[config.mk]
export PLATFORM = sky130hd
export DESIGN_NAME = flash_sector_write_back_cache_flat
export DESIGN_NICKNAME = d
export VERILOG_FILES = /design/src/design/fsc_pkg.sv /design/src/design/fsc_if.sv /design/src/design/flash_sector_write_back_cache.sv /design/src/design/fsc_front.sv /design/src/design/fsc_queue.sv /design/src/design/fsc_back.sv /design/src/flat_wrapper.sv
export SDC_FILE = /design/constraint.sdc
export NUM_CORES = 1
export LEC_CHECK = 0
export BUFFER_PORTS_ARGS = -buffer_cell sky130_fd_sc_hd__buf_2
export CAP_MARGIN = 10
export CORE_ASPECT_RATIO = 0.5
export CORE_MARGIN = 2
export CORE_UTILIZATION = 60
export CTS_CLUSTER_SIZE = 25
export DETAILED_ROUTE_END_ITERATION = 16
export GPL_TIMING_DRIVEN = 0
export PLACE_DENSITY_LB_ADDON = 0.12
export SLEW_MARGIN = 10
export SYNTH_ARGS = -nofsm -noshare
export SYNTH_HDL_FRONTEND = slang
export SYNTH_SLANG_ARGS = --single-unit
[constraint.sdc]
create_clock -name clk -period 6.9 [get_ports clk]
set_clock_uncertainty 0.05 [all_clocks]
set_input_delay 1.035 -clock clk [delete_from_list [all_inputs] [get_ports clk]]
set_output_delay 1.035 -clock clk [all_outputs]
set_load 0.01 [all_outputs]
[src/design/fsc_pkg.sv]
package fsc_pkg;

    // Field widths
    localparam int unsigned LOC_W     = 20;
    localparam int unsigned ACTION_W  = 2;
    localparam int unsigned COUNT_W   = 4;
    localparam int unsigned KIND_W    = 3;
    localparam int unsigned DELAY_W   = 8;

    // Header cache keeps one dirty bit per erase block, eight blocks
    localparam int unsigned HDR_BLOCKS = 8;
    localparam int unsigned HDR_IDX_W  = 3;

    localparam logic [DELAY_W-1:0] FLUSH_DELAY_RST = 8'd100;
    localparam logic [DELAY_W-1:0] IDLE_MAX        = 8'd255;

    // Request action codes
    localparam logic [ACTION_W-1:0] ACT_READ   = 2'd0;
    localparam logic [ACTION_W-1:0] ACT_WRITE  = 2'd1;
    localparam logic [ACTION_W-1:0] ACT_TICK   = 2'd2;
    localparam logic [ACTION_W-1:0] ACT_UNUSED = 2'd3;

    // Result command kinds
    typedef enum logic [KIND_W-1:0] {
        KIND_RD_HDR    = 3'd0,
        KIND_RD_FLASH  = 3'd1,
        KIND_WR_HDR    = 3'd2,
        KIND_WR_BLK    = 3'd3,
        KIND_FLUSH_HDR = 3'd4,
        KIND_FLUSH_BLK = 3'd5,
        KIND_LOAD_BLK  = 3'd6,
        KIND_RELEASE   = 3'd7
    } kind_t;

    // Classified request as it travels from front to back
    typedef enum logic [2:0] {
        OP_RD_HDR,
        OP_RD_FLASH,
        OP_WR_HDR,
        OP_WR_BLK,
        OP_TICK
    } op_t;

    typedef struct packed {
        op_t              op;
        logic [LOC_W-1:0] sector;
        logic [LOC_W-1:0] block;
        logic             changed;
    } cmd_t;

    // Back-end sequencer states
    typedef enum logic [2:0] {
        ST_IDLE,
        ST_EXEC,
        ST_FLUSH_HDR,
        ST_FLUSH_BLK,
        ST_LOAD,
        ST_WRITE,
        ST_RELEASE
    } state_t;

endpackage

[src/design/fsc_if.sv]
interface fsc_req_if;
    import fsc_pkg::*;

    logic                valid;
    logic                ready;
    logic [ACTION_W-1:0] action;
    logic [LOC_W-1:0]    sector;
    logic [COUNT_W-1:0]  sector_count;
    logic                header_changed;

    modport source (output valid, output action, output sector, output sector_count,
                    output header_changed, input ready);
    modport sink   (input valid, input action, input sector, input sector_count,
                    input header_changed, output ready);
endinterface

interface fsc_res_if;
    import fsc_pkg::*;

    logic              valid;
    logic              ready;
    logic [KIND_W-1:0] kind;
    logic [LOC_W-1:0]  location;
    logic              last;
    logic              busy_res;

    modport source (output valid, output kind, output location, output last,
                    output busy_res, input ready);
    modport sink   (input valid, input kind, input location, input last,
                    input busy_res, output ready);
endinterface

interface fsc_cfg_if;
    import fsc_pkg::*;

    logic               valid;
    logic               ready;
    logic [DELAY_W-1:0] flush_delay;

    modport source (output valid, output flush_delay, input ready);
    modport sink   (input valid, input flush_delay, output ready);
endinterface

[src/design/flash_sector_write_back_cache.sv]
// Write-back sector cache controller. Each request is a read, a write or a timer tick;
// the block answers with the cache commands it causes, at most one result per cycle,
// the last one marked. A front stage classifies requests and computes the erase block,
// a two-entry queue decouples it from the back-end sequencer, and a result register
// holds each result until the sink takes it; a waiting result that is not taken holds
// the sequencer. A read, a header write, a write to the open block or a quiet tick is
// popped and then executed by the sequencer. A block switch then flushes each dirty
// header block and goes on through end of header scan, block flush, load and write,
// or only load and write when no block is open. A flushing tick flushes each dirty
// header block and goes on through end of header scan, block flush and release, and
// a tick that fires without flushing goes to release. There is no clearing pass after
// reset. flush_delay is written through the cfg channel, which is always ready; the
// user must write it only while no request is in flight. The block does not enforce this.
module flash_sector_write_back_cache #(
    parameter int unsigned HEADER_SECTORS    = 64,
    parameter int unsigned SECTORS_PER_BLOCK = 8
) (
    input  logic      clk,
    input  logic      rst_n,
    fsc_req_if.sink   req,
    fsc_cfg_if.sink   cfg,
    fsc_res_if.source res
);
    import fsc_pkg::*;

    logic fq_valid;
    logic fq_ready;
    cmd_t fq_cmd;
    logic qb_valid;
    logic qb_ready;
    cmd_t qb_cmd;

    fsc_front #(
        .HEADER_SECTORS    (HEADER_SECTORS),
        .SECTORS_PER_BLOCK (SECTORS_PER_BLOCK)
    ) u_front (
        .clk       (clk),
        .rst_n     (rst_n),
        .req       (req),
        .cmd_valid (fq_valid),
        .cmd_ready (fq_ready),
        .cmd       (fq_cmd)
    );

    fsc_queue u_queue (
        .clk        (clk),
        .rst_n      (rst_n),
        .push_valid (fq_valid),
        .push_ready (fq_ready),
        .push_cmd   (fq_cmd),
        .pop_valid  (qb_valid),
        .pop_ready  (qb_ready),
        .pop_cmd    (qb_cmd)
    );

    fsc_back #(
        .SECTORS_PER_BLOCK (SECTORS_PER_BLOCK)
    ) u_back (
        .clk       (clk),
        .rst_n     (rst_n),
        .cfg       (cfg),
        .cmd_valid (qb_valid),
        .cmd_ready (qb_ready),
        .cmd       (qb_cmd),
        .res       (res)
    );

`ifndef SYNTHESIS
    // A release ends its request with busy dropped and no location
    a_release_form: assert property (@(posedge clk) disable iff (!rst_n)
        res.valid && res.kind == KIND_RELEASE |->
            res.last && !res.busy_res && res.location == '0)
        else $error("release result malformed");

    // Header flushes name one of eight blocks, run under busy, never end a request
    a_flush_hdr_form: assert property (@(posedge clk) disable iff (!rst_n)
        res.valid && res.kind == KIND_FLUSH_HDR |->
            res.busy_res && !res.last && res.location < LOC_W'(HDR_BLOCKS))
        else $error("header flush result malformed");

    // A load or block flush never ends a request; a load is always followed by the block write
    a_load_not_last: assert property (@(posedge clk) disable iff (!rst_n)
        res.valid && (res.kind == KIND_LOAD_BLK || res.kind == KIND_FLUSH_BLK) |->
            !res.last)
        else $error("load or block flush marked last");

    // A stalled front request holds until the queue takes it
    a_front_hold: assert property (@(posedge clk) disable iff (!rst_n)
        fq_valid && !fq_ready |=> fq_valid && $stable(fq_cmd))
        else $error("front request dropped while queue full");
`endif

endmodule

[src/design/fsc_front.sv]
module fsc_front #(
    parameter int unsigned HEADER_SECTORS    = 64,
    parameter int unsigned SECTORS_PER_BLOCK = 8
) (
    input  logic          clk,
    input  logic          rst_n,
    fsc_req_if.sink       req,
    output logic          cmd_valid,
    input  logic          cmd_ready,
    output fsc_pkg::cmd_t cmd
);
    import fsc_pkg::*;

    // Block number by reciprocal multiply: exact floor division for any 20-bit sector
    localparam int unsigned DIV_SH = LOC_W + $clog2(SECTORS_PER_BLOCK);
    localparam logic [LOC_W:0] DIV_M = (LOC_W + 1)'(
        ((64'd1 << DIV_SH) + 64'(SECTORS_PER_BLOCK) - 64'd1) / 64'(SECTORS_PER_BLOCK));
    localparam int unsigned PROD_W = 2 * LOC_W + 1;

    logic              valid_reg;
    logic              valid_next;
    cmd_t              cmd_reg;
    cmd_t              cmd_next;
    logic              take;
    logic              keep;
    logic              is_hdr;
    logic [PROD_W-1:0] prod;

    assign req.ready = !valid_reg || cmd_ready;
    assign take      = req.valid && req.ready;

    // Compute erase block and header range
    assign prod   = PROD_W'(req.sector) * PROD_W'(DIV_M);
    assign is_hdr = req.sector < LOC_W'(HEADER_SECTORS);

    // Classify the request
    always_comb
    begin
        keep             = 1'b1;
        cmd_next.sector  = req.sector;
        cmd_next.block   = LOC_W'(prod >> DIV_SH);
        cmd_next.changed = req.header_changed;
        case (req.action)
            ACT_READ:  cmd_next.op = is_hdr ? OP_RD_HDR : OP_RD_FLASH;
            ACT_WRITE: cmd_next.op = is_hdr ? OP_WR_HDR : OP_WR_BLK;
            ACT_TICK:  cmd_next.op = OP_TICK;
            default:
            begin
                cmd_next.op = OP_TICK;
                keep        = 1'b0;
            end
        endcase
    end

    // Hold the classified request until the queue takes it
    always_comb
    begin
        valid_next = valid_reg;
        if (cmd_ready)
        begin
            valid_next = 1'b0;
        end
        if (take && keep)
        begin
            valid_next = 1'b1;
        end
    end

    always_ff @(posedge clk or negedge rst_n)
    begin
        if (!rst_n)
        begin
            valid_reg <= 1'b0;
        end
        else
        begin
            valid_reg <= valid_next;
        end
    end

    always_ff @(posedge clk)
    begin
        if (take && keep)
        begin
            cmd_reg <= cmd_next;
        end
    end

    assign cmd_valid = valid_reg;
    assign cmd       = cmd_reg;

endmodule

[src/design/fsc_queue.sv]
module fsc_queue (
    input  logic          clk,
    input  logic          rst_n,
    input  logic          push_valid,
    output logic          push_ready,
    input  fsc_pkg::cmd_t push_cmd,
    output logic          pop_valid,
    input  logic          pop_ready,
    output fsc_pkg::cmd_t pop_cmd
);
    import fsc_pkg::*;

    localparam int unsigned DEPTH = 2;
    localparam int unsigned PTR_W = $clog2(DEPTH);
    localparam int unsigned CNT_W = $clog2(DEPTH + 1);

    cmd_t             slot_reg [DEPTH];
    logic [PTR_W-1:0] wr_ptr_reg;
    logic [PTR_W-1:0] wr_ptr_next;
    logic [PTR_W-1:0] rd_ptr_reg;
    logic [PTR_W-1:0] rd_ptr_next;
    logic [CNT_W-1:0] count_reg;
    logic [CNT_W-1:0] count_next;
    logic             do_push;
    logic             do_pop;

    assign push_ready = count_reg != CNT_W'(DEPTH);
    assign pop_valid  = count_reg != '0;
    assign pop_cmd    = slot_reg[rd_ptr_reg];
    assign do_push    = push_valid && push_ready;
    assign do_pop     = pop_valid && pop_ready;

    // Advance pointers and occupancy
    always_comb
    begin
        wr_ptr_next = wr_ptr_reg;
        rd_ptr_next = rd_ptr_reg;
        count_next  = count_reg;
        if (do_push)
        begin
            wr_ptr_next = (wr_ptr_reg == PTR_W'(DEPTH - 1)) ? '0 : wr_ptr_reg + 1'b1;
        end
        if (do_pop)
        begin
            rd_ptr_next = (rd_ptr_reg == PTR_W'(DEPTH - 1)) ? '0 : rd_ptr_reg + 1'b1;
        end
        if (do_push && !do_pop)
        begin
            count_next = count_reg + 1'b1;
        end
        else if (do_pop && !do_push)
        begin
            count_next = count_reg - 1'b1;
        end
    end

    always_ff @(posedge clk or negedge rst_n)
    begin
        if (!rst_n)
        begin
            wr_ptr_reg <= '0;
            rd_ptr_reg <= '0;
            count_reg  <= '0;
        end
        else
        begin
            wr_ptr_reg <= wr_ptr_next;
            rd_ptr_reg <= rd_ptr_next;
            count_reg  <= count_next;
        end
    end

    always_ff @(posedge clk)
    begin
        if (do_push)
        begin
            slot_reg[wr_ptr_reg] <= push_cmd;
        end
    end

endmodule

[src/design/fsc_back.sv]
module fsc_back #(
    parameter int unsigned SECTORS_PER_BLOCK = 8
) (
    input  logic          clk,
    input  logic          rst_n,
    fsc_cfg_if.sink       cfg,
    input  logic          cmd_valid,
    output logic          cmd_ready,
    input  fsc_pkg::cmd_t cmd,
    fsc_res_if.source     res
);
    import fsc_pkg::*;

    localparam int unsigned BLK_W = $clog2(((1 << LOC_W) - 1) / SECTORS_PER_BLOCK + 1);

    state_t                 state_reg;
    state_t                 state_next;
    cmd_t                   cur_reg;
    cmd_t                   cur_next;
    logic [DELAY_W-1:0]     flush_delay_reg;
    logic [HDR_BLOCKS-1:0]  mask_reg;
    logic [HDR_BLOCKS-1:0]  mask_next;
    logic                   blk_dirty_reg;
    logic                   blk_dirty_next;
    logic [BLK_W-1:0]       open_reg;
    logic [BLK_W-1:0]       open_next;
    logic [DELAY_W-1:0]     idle_reg;
    logic [DELAY_W-1:0]     idle_next;
    logic                   armed_reg;
    logic                   armed_next;
    logic                   busy_reg;
    logic                   busy_next;

    logic                   res_valid_reg;
    logic                   res_valid_next;
    kind_t                  kind_reg;
    logic [LOC_W-1:0]       loc_reg;
    logic                   last_reg;
    logic                   busy_res_reg;

    logic                   emit;
    kind_t                  emit_kind;
    logic [LOC_W-1:0]       emit_loc;
    logic                   emit_last;

    logic                   out_free;
    logic                   blk_hit;
    logic                   open_nz;
    logic                   tick_fire;
    logic                   tick_flush;
    logic [HDR_IDX_W-1:0]   flush_idx;

    // Lowest dirty header block
    function automatic logic [HDR_IDX_W-1:0] low_bit(input logic [HDR_BLOCKS-1:0] m);
        logic [HDR_IDX_W-1:0] idx;
        idx = '0;
        for (int i = HDR_BLOCKS - 1; i >= 0; i--)
        begin
            if (m[i])
            begin
                idx = HDR_IDX_W'(i);
            end
        end
        return idx;
    endfunction

    assign out_free   = !res_valid_reg || res.ready;
    assign cmd_ready  = state_reg == ST_IDLE;
    assign blk_hit    = BLK_W'(cur_reg.block) == open_reg;
    assign open_nz    = open_reg != '0;
    assign tick_fire  = armed_reg && ((mask_reg != '0) || blk_dirty_reg)
                        && (idle_reg >= flush_delay_reg);
    assign tick_flush = ((mask_reg != '0) && cur_reg.changed) || blk_dirty_reg;
    assign flush_idx  = low_bit(mask_reg);

    // Next state
    always_comb
    begin
        state_next = state_reg;
        case (state_reg)
            ST_IDLE:
            begin
                if (cmd_valid)
                begin
                    state_next = ST_EXEC;
                end
            end
            ST_EXEC:
            begin
                if (out_free)
                begin
                    state_next = ST_IDLE;
                    if (cur_reg.op == OP_WR_BLK && !blk_hit)
                    begin
                        state_next = open_nz ? ST_FLUSH_HDR : ST_LOAD;
                    end
                    else if (cur_reg.op == OP_TICK && tick_fire)
                    begin
                        state_next = tick_flush ? ST_FLUSH_HDR : ST_RELEASE;
                    end
                end
            end
            ST_FLUSH_HDR:
            begin
                if (out_free && mask_reg == '0)
                begin
                    state_next = ST_FLUSH_BLK;
                end
            end
            ST_FLUSH_BLK:
            begin
                if (out_free)
                begin
                    state_next = (cur_reg.op == OP_TICK) ? ST_RELEASE : ST_LOAD;
                end
            end
            ST_LOAD:
            begin
                if (out_free)
                begin
                    state_next = ST_WRITE;
                end
            end
            ST_WRITE, ST_RELEASE:
            begin
                if (out_free)
                begin
                    state_next = ST_IDLE;
                end
            end
            default: state_next = ST_IDLE;
        endcase
    end

    // Cache state updates and result generation
    always_comb
    begin
        cur_next       = cur_reg;
        mask_next      = mask_reg;
        blk_dirty_next = blk_dirty_reg;
        open_next      = open_reg;
        idle_next      = idle_reg;
        armed_next     = armed_reg;
        busy_next      = busy_reg;
        emit           = 1'b0;
        emit_kind      = KIND_RELEASE;
        emit_loc       = '0;
        emit_last      = 1'b0;
        case (state_reg)
            ST_IDLE:
            begin
                if (cmd_valid)
                begin
                    cur_next = cmd;
                end
            end
            ST_EXEC:
            begin
                if (out_free)
                begin
                    case (cur_reg.op)
                        OP_RD_HDR, OP_RD_FLASH:
                        begin
                            emit      = 1'b1;
                            emit_kind = (cur_reg.op == OP_RD_HDR) ? KIND_RD_HDR
                                                                  : KIND_RD_FLASH;
                            emit_loc  = cur_reg.sector;
                            emit_last = 1'b1;
                        end
                        OP_WR_HDR:
                        begin
                            mask_next  = mask_reg
                                | (HDR_BLOCKS'(1) << cur_reg.block[HDR_IDX_W-1:0]);
                            armed_next = 1'b1;
                            idle_next  = '0;
                            emit       = 1'b1;
                            emit_kind  = KIND_WR_HDR;
                            emit_loc   = cur_reg.sector;
                            emit_last  = 1'b1;
                        end
                        OP_WR_BLK:
                        begin
                            if (blk_hit)
                            begin
                                blk_dirty_next = 1'b1;
                                armed_next     = 1'b1;
                                idle_next      = '0;
                                emit           = 1'b1;
                                emit_kind      = KIND_WR_BLK;
                                emit_loc       = cur_reg.sector;
                                emit_last      = 1'b1;
                            end
                            else if (open_nz)
                            begin
                                busy_next = 1'b1;
                            end
                        end
                        OP_TICK:
                        begin
                            if (tick_fire)
                            begin
                                armed_next = 1'b0;
                                idle_next  = '0;
                                if (tick_flush)
                                begin
                                    busy_next = 1'b1;
                                end
                            end
                            else if (armed_reg && idle_reg != IDLE_MAX)
                            begin
                                idle_next = idle_reg + 1'b1;
                            end
                        end
                        default:
                        begin
                        end
                    endcase
                end
            end
            ST_FLUSH_HDR:
            begin
                if (out_free && mask_reg != '0)
                begin
                    mask_next = mask_reg & ~(HDR_BLOCKS'(1) << flush_idx);
                    emit      = 1'b1;
                    emit_kind = KIND_FLUSH_HDR;
                    emit_loc  = LOC_W'(flush_idx);
                end
            end
            ST_FLUSH_BLK:
            begin
                if (out_free && blk_dirty_reg && open_nz)
                begin
                    blk_dirty_next = 1'b0;
                    emit           = 1'b1;
                    emit_kind      = KIND_FLUSH_BLK;
                    emit_loc       = LOC_W'(open_reg);
                end
            end
            ST_LOAD:
            begin
                if (out_free)
                begin
                    open_next = BLK_W'(cur_reg.block);
                    emit      = 1'b1;
                    emit_kind = KIND_LOAD_BLK;
                    emit_loc  = cur_reg.block;
                end
            end
            ST_WRITE:
            begin
                if (out_free)
                begin
                    blk_dirty_next = 1'b1;
                    armed_next     = 1'b1;
                    idle_next      = '0;
                    emit           = 1'b1;
                    emit_kind      = KIND_WR_BLK;
                    emit_loc       = cur_reg.sector;
                    emit_last      = 1'b1;
                end
            end
            ST_RELEASE:
            begin
                if (out_free)
                begin
                    busy_next = 1'b0;
                    emit      = 1'b1;
                    emit_kind = KIND_RELEASE;
                    emit_loc  = '0;
                    emit_last = 1'b1;
                end
            end
            default:
            begin
            end
        endcase
    end

    // Hold the result until the sink takes it
    always_comb
    begin
        res_valid_next = res_valid_reg;
        if (res.ready)
        begin
            res_valid_next = 1'b0;
        end
        if (emit)
        begin
            res_valid_next = 1'b1;
        end
    end

    always_ff @(posedge clk or negedge rst_n)
    begin
        if (!rst_n)
        begin
            state_reg       <= ST_IDLE;
            flush_delay_reg <= FLUSH_DELAY_RST;
            mask_reg        <= '0;
            blk_dirty_reg   <= 1'b0;
            open_reg        <= '0;
            idle_reg        <= '0;
            armed_reg       <= 1'b0;
            busy_reg        <= 1'b0;
            res_valid_reg   <= 1'b0;
        end
        else
        begin
            state_reg     <= state_next;
            mask_reg      <= mask_next;
            blk_dirty_reg <= blk_dirty_next;
            open_reg      <= open_next;
            idle_reg      <= idle_next;
            armed_reg     <= armed_next;
            busy_reg      <= busy_next;
            res_valid_reg <= res_valid_next;
            if (cfg.valid)
            begin
                flush_delay_reg <= cfg.flush_delay;
            end
        end
    end

    always_ff @(posedge clk)
    begin
        cur_reg <= cur_next;
        if (emit)
        begin
            kind_reg     <= emit_kind;
            loc_reg      <= emit_loc;
            last_reg     <= emit_last;
            busy_res_reg <= busy_next;
        end
    end

    assign cfg.ready    = 1'b1;
    assign res.valid    = res_valid_reg;
    assign res.kind     = kind_reg;
    assign res.location = loc_reg;
    assign res.last     = last_reg;
    assign res.busy_res = busy_res_reg;

endmodule
[src/flat_wrapper.sv]
// flat-port wrapper written by rule: the top's interface ports become plain ports
module flash_sector_write_back_cache_flat import fsc_pkg::*;
#(
    parameter int unsigned HEADER_SECTORS    = 64,
    parameter int unsigned SECTORS_PER_BLOCK = 8
)
  (clk, rst_n, req_valid, req_action, req_sector, req_sector_count, req_header_changed, req_ready, cfg_valid, cfg_flush_delay, cfg_ready, res_valid, res_kind, res_location, res_last, res_busy_res, res_ready);
  fsc_req_if req_i ();
  fsc_cfg_if cfg_i ();
  fsc_res_if res_i ();
  input  logic clk;
  input  logic rst_n;
  input wire logic [$bits(req_i.valid)-1:0] req_valid;
  input wire logic [$bits(req_i.action)-1:0] req_action;
  input wire logic [$bits(req_i.sector)-1:0] req_sector;
  input wire logic [$bits(req_i.sector_count)-1:0] req_sector_count;
  input wire logic [$bits(req_i.header_changed)-1:0] req_header_changed;
  output wire logic [$bits(req_i.ready)-1:0] req_ready;
  input wire logic [$bits(cfg_i.valid)-1:0] cfg_valid;
  input wire logic [$bits(cfg_i.flush_delay)-1:0] cfg_flush_delay;
  output wire logic [$bits(cfg_i.ready)-1:0] cfg_ready;
  output wire logic [$bits(res_i.valid)-1:0] res_valid;
  output wire logic [$bits(res_i.kind)-1:0] res_kind;
  output wire logic [$bits(res_i.location)-1:0] res_location;
  output wire logic [$bits(res_i.last)-1:0] res_last;
  output wire logic [$bits(res_i.busy_res)-1:0] res_busy_res;
  input wire logic [$bits(res_i.ready)-1:0] res_ready;
  assign req_i.valid = req_valid;
  assign req_i.action = req_action;
  assign req_i.sector = req_sector;
  assign req_i.sector_count = req_sector_count;
  assign req_i.header_changed = req_header_changed;
  assign req_ready = req_i.ready;
  assign cfg_i.valid = cfg_valid;
  assign cfg_i.flush_delay = cfg_flush_delay;
  assign cfg_ready = cfg_i.ready;
  assign res_valid = res_i.valid;
  assign res_kind = res_i.kind;
  assign res_location = res_i.location;
  assign res_last = res_i.last;
  assign res_busy_res = res_i.busy_res;
  assign res_i.ready = res_ready;
  flash_sector_write_back_cache #(.HEADER_SECTORS(HEADER_SECTORS), .SECTORS_PER_BLOCK(SECTORS_PER_BLOCK)) u_core (.clk(clk), .rst_n(rst_n), .req(req_i), .cfg(cfg_i), .res(res_i));
endmodule
==> impl_metrics.json, run 1 <==
{
  "status": "completed",
  "drive_gt1_frac": 0.282,
  "syn_avg_cell_area_sq_um": 14.2,
  "holdPathEnd": "u_core.u_queue.slot_reg[1][28]",
  "synth_adder_area_share": 0.0166,
  "synth.distinct_cells": 70,
  "largest_reg_flops": 48,
  "clkTransAtPathRegs_ns": 0.07,
  "crit_top_cell": "buf_2",
  "tritoncts": "yes",
  "switching_share": 0.355,
  "critPathCaptureType": "flop",
  "area.growth.synth_to_final_pct": 15.1,
  "rr_endpoint": "u_core.u_back.res.location[16]",
  "layout.nets": 665,
  "worstPathRequired_ns": 6.89,
  "slew_headroom": 0.239,
  "rr_worst_depth": 7,
  "synthCells": 533,
  "synth_warnings": 0,
  "grt_usage": 0.221,
  "synth_area_leaders": "edfxtp_1 (48%), dfrtp_1 (17%), mux2_2 (6.3%), xnor2_1 (2.0%), a22o_1 (1.7%)",
  "hold_buffers": 0,
  "grt_antenna_before_repair": 0,
  "postCtsResizedCells": 0,
  "pin_count": 68,
  "cpPeakStageDelay_ns": 0.84,
  "min_from": "u_core.u_front.cmd[31]",
  "core.rowCount": 28,
  "synth_nets": 583,
  "synth.top_cell.area_share": 0.482,
  "dr.pass1.iters": 5,
  "cts.sink_count": 174,
  "synth_area_sq_mm": 0.00754,
  "combPwrFrac": 0.298,
  "n_antenna_cell": 0,
  "drv_cap": 0,
  "vdd_drop_max_mv": 0.216,
  "routabilityCongestion": 0.888,
  "synth_top_family_by_area": "compound AO/OA/AOI/OAI gates",
  "rsz0062_at_grt": "false",
  "wl_per_cell_microns": 18.0,
  "critPathBufInv": 3,
  "wl_mm": 14.3,
  "place_area_sq_mm": 0.00808,
  "dp_hpwl_mm": 9.93,
  "whs_path_depth": 0,
  "clockRootBuffer": "clkbuf_16",
  "clock_latency_ns": 0.43,
  "via_per_inst": 5.78,
  "min_path_type": "reg2reg",
  "p_clk_frac": 0.240,
  "dieHeight_microns": 83.3,
  "synth_compound_gate_area_share": 0.107,
  "mostFrequentLayoutCells": "edfxtp_1 (121), buf_2 (66), dfrtp_1 (50)",
  "slowest_stage": "nand2_1",
  "internal-power_mw": 2.57,
  "cp_max_fo": 25,
  "drc": 0,
  "muxShareOfSynthArea": 0.0627,
  "p_switching_mw": 1.41,
  "r2r_start": "u_core.u_back.open_reg[4]",
  "core_sq_mm": 0.0121,
  "grt_pass1_wl_mm": 22.7,
  "grt_pass1_vias": 4400,
  "critPathKind": "in2reg",
  "async_flop_share": 0.305,
  "io_buffers": 62,
  "drt_iter0_drc": 260,
  "worst-r2r-setup-slack_ns": 3.52,
  "fp.dieW_microns": 163,
  "vias": 4582,
  "final_cell_area_sq_mm": 0.00868,
  "synth_xor_xnor_area_share": 0.0267,
  "synth_simple_gate_area_frac": 0.105,
  "hold_violations": 0,
  "ant_nets": 0,
  "crit_chain": "buf_2, nand2b_1, buf_2, nand2_1, nor4_4, buf_2, nor3_1, nand2_1",
  "die_area_sq_mm": 0.0135,
  "final_util": 0.720,
  "arrival_ns": 3.45,
  "h-tree-depth": 4,
  "grt_max_degree": 54,
  "layout_commonest_cell": "edfxtp_1",
  "p_leak_nw": 3.47,
  "period_share": 0.501,
  "finalSetupViolCount": 0,
  "crit_path_start_kind": "input pin",
  "layout_min_cycle_time_ns": 3.46,
  "power_frac_seq": 0.462,
  "tightest_slew_ns": 1.14,
  "yosysTopAreaCell": "edfxtp_1",
  "start_util": 0.626,
  "synth_edf_count": 121,
  "cts_setup_buffers": 0,
  "crit_family": "simple AND/OR/NAND/NOR gates",
  "cts_buffers": 17,
  "seq_area_frac_synth": 0.658,
  "powerDensity_mw_per_mm2": 458,
  "grt_overflow": 0,
  "fmax_mhz": 289,
  "drv_slew": 0,
  "synthFlopType": "edfxtp_1",
  "synth-seq-cells": 174,
  "fin_setup_tns_ns": 0,
  "clockBufferDepth": 2
}
power by group through the flow:
stage / Sequential [mW] / Clock [mW] / Combinational, mW
after floorplan: 1.81 / 0 / 0.833
after global placement: 1.84 / 0 / 1.16
after detailed placement: 1.85 / 0 / 1.18
after CTS: 1.83 / 0.964 / 1.19
after global routing: 1.88 / 1.00 / 1.30
final: 1.84 / 0.953 / 1.19
routing by layer:
layer  vias to the layer above  GRT usage  share of wire
met5                         -          0              0
met4                         0     0.0636          0.010
met3                        13     0.0539          0.048
met2                       114      0.361           0.48
met1                      2274      0.298           0.46
li1                       2181          -              -
cells in the mapped netlist (all sizes together), types with 5 or more instances:
library cell	instances
a31oi	11
nor4	11
and2	5
a21oi	20
ha	10
mux2	42
a22o	15
nand2	32
nor2	33
nor3	6
dfrtp	50
xor2	6
inv	19
buf	12
nor2b	5
xnor2	17
clkbuf	8
a21o	17
and3	8
edfxtp	121
nand3	11
a221o	9
o21ai	16
per-stage QoR:
stage	worst slack (ns)	cells	hold slack, ns	power [mW]
4_1_cts	3.45	793	0.398	3.99
5_1_grt	3.24	793	0.411	4.18
3_3_place_gp	3.07	760	0.374	3.00
6_report	3.44	793	0.398	3.98
3_5_place_dp	3.00	761	0.380	3.04
2_1_floorplan	3.74	533	0.371	2.65
final cells by class:
cell class / count / area, sq um
plain buffers: 20 / 101
clock buffers: 17 / 425
clock inverters: 15 / 178
fillers: 821 / 3370
inverters: 19 / 71.3
multi-input cells: 320 / 2410
flip-flops and latches: 174 / 4960
well taps: 165 / 206
repair buffers: 63 / 328
worst register-to-register path, cell delays in order (launching register included):
cell and delay [ns]:
dfrtp_1 0.42, nor4_1 0.36, nand4_1 0.25, nor4_4 0.35, nor4_4 0.16, buf_2 0.24
nor3_1 0.31, nand2_1 0.73
how the worst max path moves through the flow:
stage / cells past startpoint / from / slack (ns) / end
2_1_floorplan: 7 / res_ready / 3.74 / u_core.u_back.res.busy_res
3_3_place_gp: 8 / res_ready / 3.07 / u_core.u_back.res.location[16]
3_5_place_dp: 8 / res_ready / 3.00 / u_core.u_back.res.location[14]
4_1_cts: 8 / res_ready / 3.45 / u_core.u_back.res.location[11]
5_1_grt: 8 / res_ready / 3.24 / u_core.u_back.res.location[12]
6_report: 8 / res_ready / 3.44 / u_core.u_back.res.location[16]
cells by family (layout without fill, tap and decap cells):
group,count (synthesis),in the layout
flip-flops,174,174
AND/OR/NAND/NOR,134,134
AO/OA/AOI/OAI,110,110
multiplexers,42,42
buffers and inverters,39,134
XOR/XNOR,23,23
adder cells (fa/ha/maj),10,10
other,1,1
Note: power is estimated with default switching activity, not from simulation.
==> run 2, diff against run 1 <==
Settings changed: CORE_UTILIZATION 60 to 59.
Clock period 6.9 ns to 3.6 ns, I/O delays scaled along.
==> run 2 against run 1 <==
Against the previous run:
- critical path depth shrank 1
- cell count grew 0.76%
- clock power grew 89%
- first-iteration DRC count grew 33%
- sequential share of layout area shrank 0.12 points
- power grew 92%
- largest power group unchanged
- routed wire length shrank 0.40%
- via count shrank 0.83%
- worst setup slack lost 3.0 ns
- clock-buffer cell count grew 1
==> impl_metrics.json, run 2 (synthesis gave the netlist of run 1 again) <==
{
  "wl_mm": 14.2,
  "total_power_mw": 7.61,
  "p_leak_nw": 3.47,
  "largest_reg_flops": 48,
  "arrival_ns": 3.11,
  "layout.nets": 666,
  "multi_input_area_sq_mm": 0.00241,
  "cp_max_fo": 25,
  "drive_gt1_frac": 0.283,
  "place_inst": 767,
  "cts_buffers": 17,
  "grt_overflow": 0,
  "grt_pass1_vias": 4361,
  "clock_latency_ns": 0.43,
  "die_area_sq_mm": 0.0138,
  "start_util": 0.601,
  "core.rowCount": 29,
  "r2r_start": "u_core.u_back.open_reg[13]",
  "dp_hpwl_mm": 10.0,
  "critPathKind": "reg2reg",
  "vias": 4544,
  "clkTransAtPathRegs_ns": 0.07,
  "dr.pass1.iters": 4,
  "endpoint": "u_core.u_back.res.location[9]",
  "layout_min_cycle_time_ns": 3.13,
  "instances_no_fill": 799,
  "tritoncts": "yes",
  "whs_ns": 0.0812,
  "wl_per_cell_microns": 17.8,
  "powerDensity_mw_per_mm2": 875,
  "status": "completed",
  "h-tree-depth": 4,
  "via_per_inst": 5.69,
  "fin_ws_ns": 0.472,
  "critPathCaptureType": "flop",
  "worstPathRequired_ns": 3.58,
  "n_antenna_cell": 0,
  "register_area_sq_mm": 0.00496,
  "clockRootBuffer": "clkbuf_16",
  "grt_antenna_before_repair": 0,
  "layout_commonest_cell": "edfxtp_1",
  "grt_max_degree": 29,
  "fp.dieW_microns": 164,
  "tightest_slew_ns": 1.12,
  "preCtsSetupSlack_ns": 0.193,
  "io_buffers": 62,
  "rr_worst_depth": 7,
  "core_sq_mm": 0.0126,
  "finalSetupViolCount": 0,
  "routabilityCongestion": 0.863,
  "drv_cap": 0,
  "ant_nets": 0,
  "cts.sink_count": 174,
  "drc": 0,
  "vdd_drop_max_mv": 0.361,
  "rr_endpoint": "u_core.u_back.res.location[9]",
  "crit_path_start_kind": "flop",
  "worst-r2r-setup-slack_ns": 0.47,
  "dieHeight_microns": 84.0,
  "mostFrequentLayoutCells": "edfxtp_1 (121), buf_2 (67), dfrtp_1 (50)",
  "fmax_mhz": 320,
  "crit_start": "u_core.u_back.open_reg[13]",
  "grt_pass1_wl_mm": 22.5,
  "drv_slew": 0,
  "period_share": 0.869,
  "area.growth.synth_to_final_pct": 15.3,
  "fillers": 883,
  "grt_usage": 0.218,
  "clockBufferDepth": 2,
  "pin_count": 68,
  "drt_iter0_drc": 346,
  "rsz0062_at_grt": "false",
  "min_path_type": "in2async",
  "fin_setup_tns_ns": 0,
  "slew_headroom": 0.255,
  "cts_setup_buffers": 0,
  "hold_violations": 0
}
-- run 2: cell types whose count changed in the layout (fill, tap and decap cells not counted) --
cell,previous run,this run
buf_12,0,1
buf_2,66,67
buf_4,4,3
clkbuf_1,7,8
clkinv_2,1,0
clkinv_4,1,2
inv_12,1,0
nand2_1,30,29
nand2_2,2,3
-- run 2: worst max-delay path, cell delays in order (launching register included) --
cell and delay, ns:
dfrtp_1 0.42, nor4_1 0.36, nand4_1 0.23, nor4_4 0.38, nor4_4 0.15, buf_2 0.23
nor3_1 0.41, nand2_2 0.49
-- run 2: cell type report --
class / instances / share of cell area
buffer: 20 / 0.0116
clock buffer: 18 / 0.0493
clock inverter: 14 / 0.0190
inverter: 19 / 0.00820
multi-input combinational: 320 / 0.277
sequential: 174 / 0.571
tap: 170 / 0.0244
timing repair buffer: 64 / 0.0397
-- run 2: per-layer routing --
metal / track usage / wire, microns
met3: 0.0407 / 587
met1: 0.315 / 6830
met5: 0 / 0
met2: 0.334 / 6620
met4: 0.0781 / 192
-- run 2: where the power goes --
group | internal [mW] | switching [mW]
combinational | 0.942 | 1.35
clock | 0.938 | 0.862
sequential | 3.03 | 0.491
total | 4.91 | 2.70
-- run 2: worst min path at each step --
stage / end / slack, ns / depth (start not counted)
after detailed placement: u_core.u_queue.slot_reg[1][21] / 0.38 / 0
after global placement: u_core.u_queue.slot_reg[0][37] / 0.37 / 0
after CTS: u_core.u_back.idle_reg[2] / 0.10 / 1
after global routing: u_core.u_back.flush_delay_reg[1] / 0.12 / 1
after floorplan: u_core.u_back.armed_reg / 0.19 / 0
final: u_core.u_back.flush_delay_reg[1] / 0.08 / 1
-- run 2: per-stage QoR --
stage | instance area [sq um] | util
6_report | 8700 | 0.693
4_1_cts | 8700 | 0.693
3_5_place_dp | 8100 | 0.645
2_1_floorplan | 7540 | -
5_1_grt | 8700 | 0.693
3_3_place_gp | 8070 | 0.642
-- run 2: repair_timing --
item,CTS,global route
hold buffers,0,0
gates resized for setup,0,1
endpoints found under the hold margin,0,0
endpoints found under the setup margin,0,25
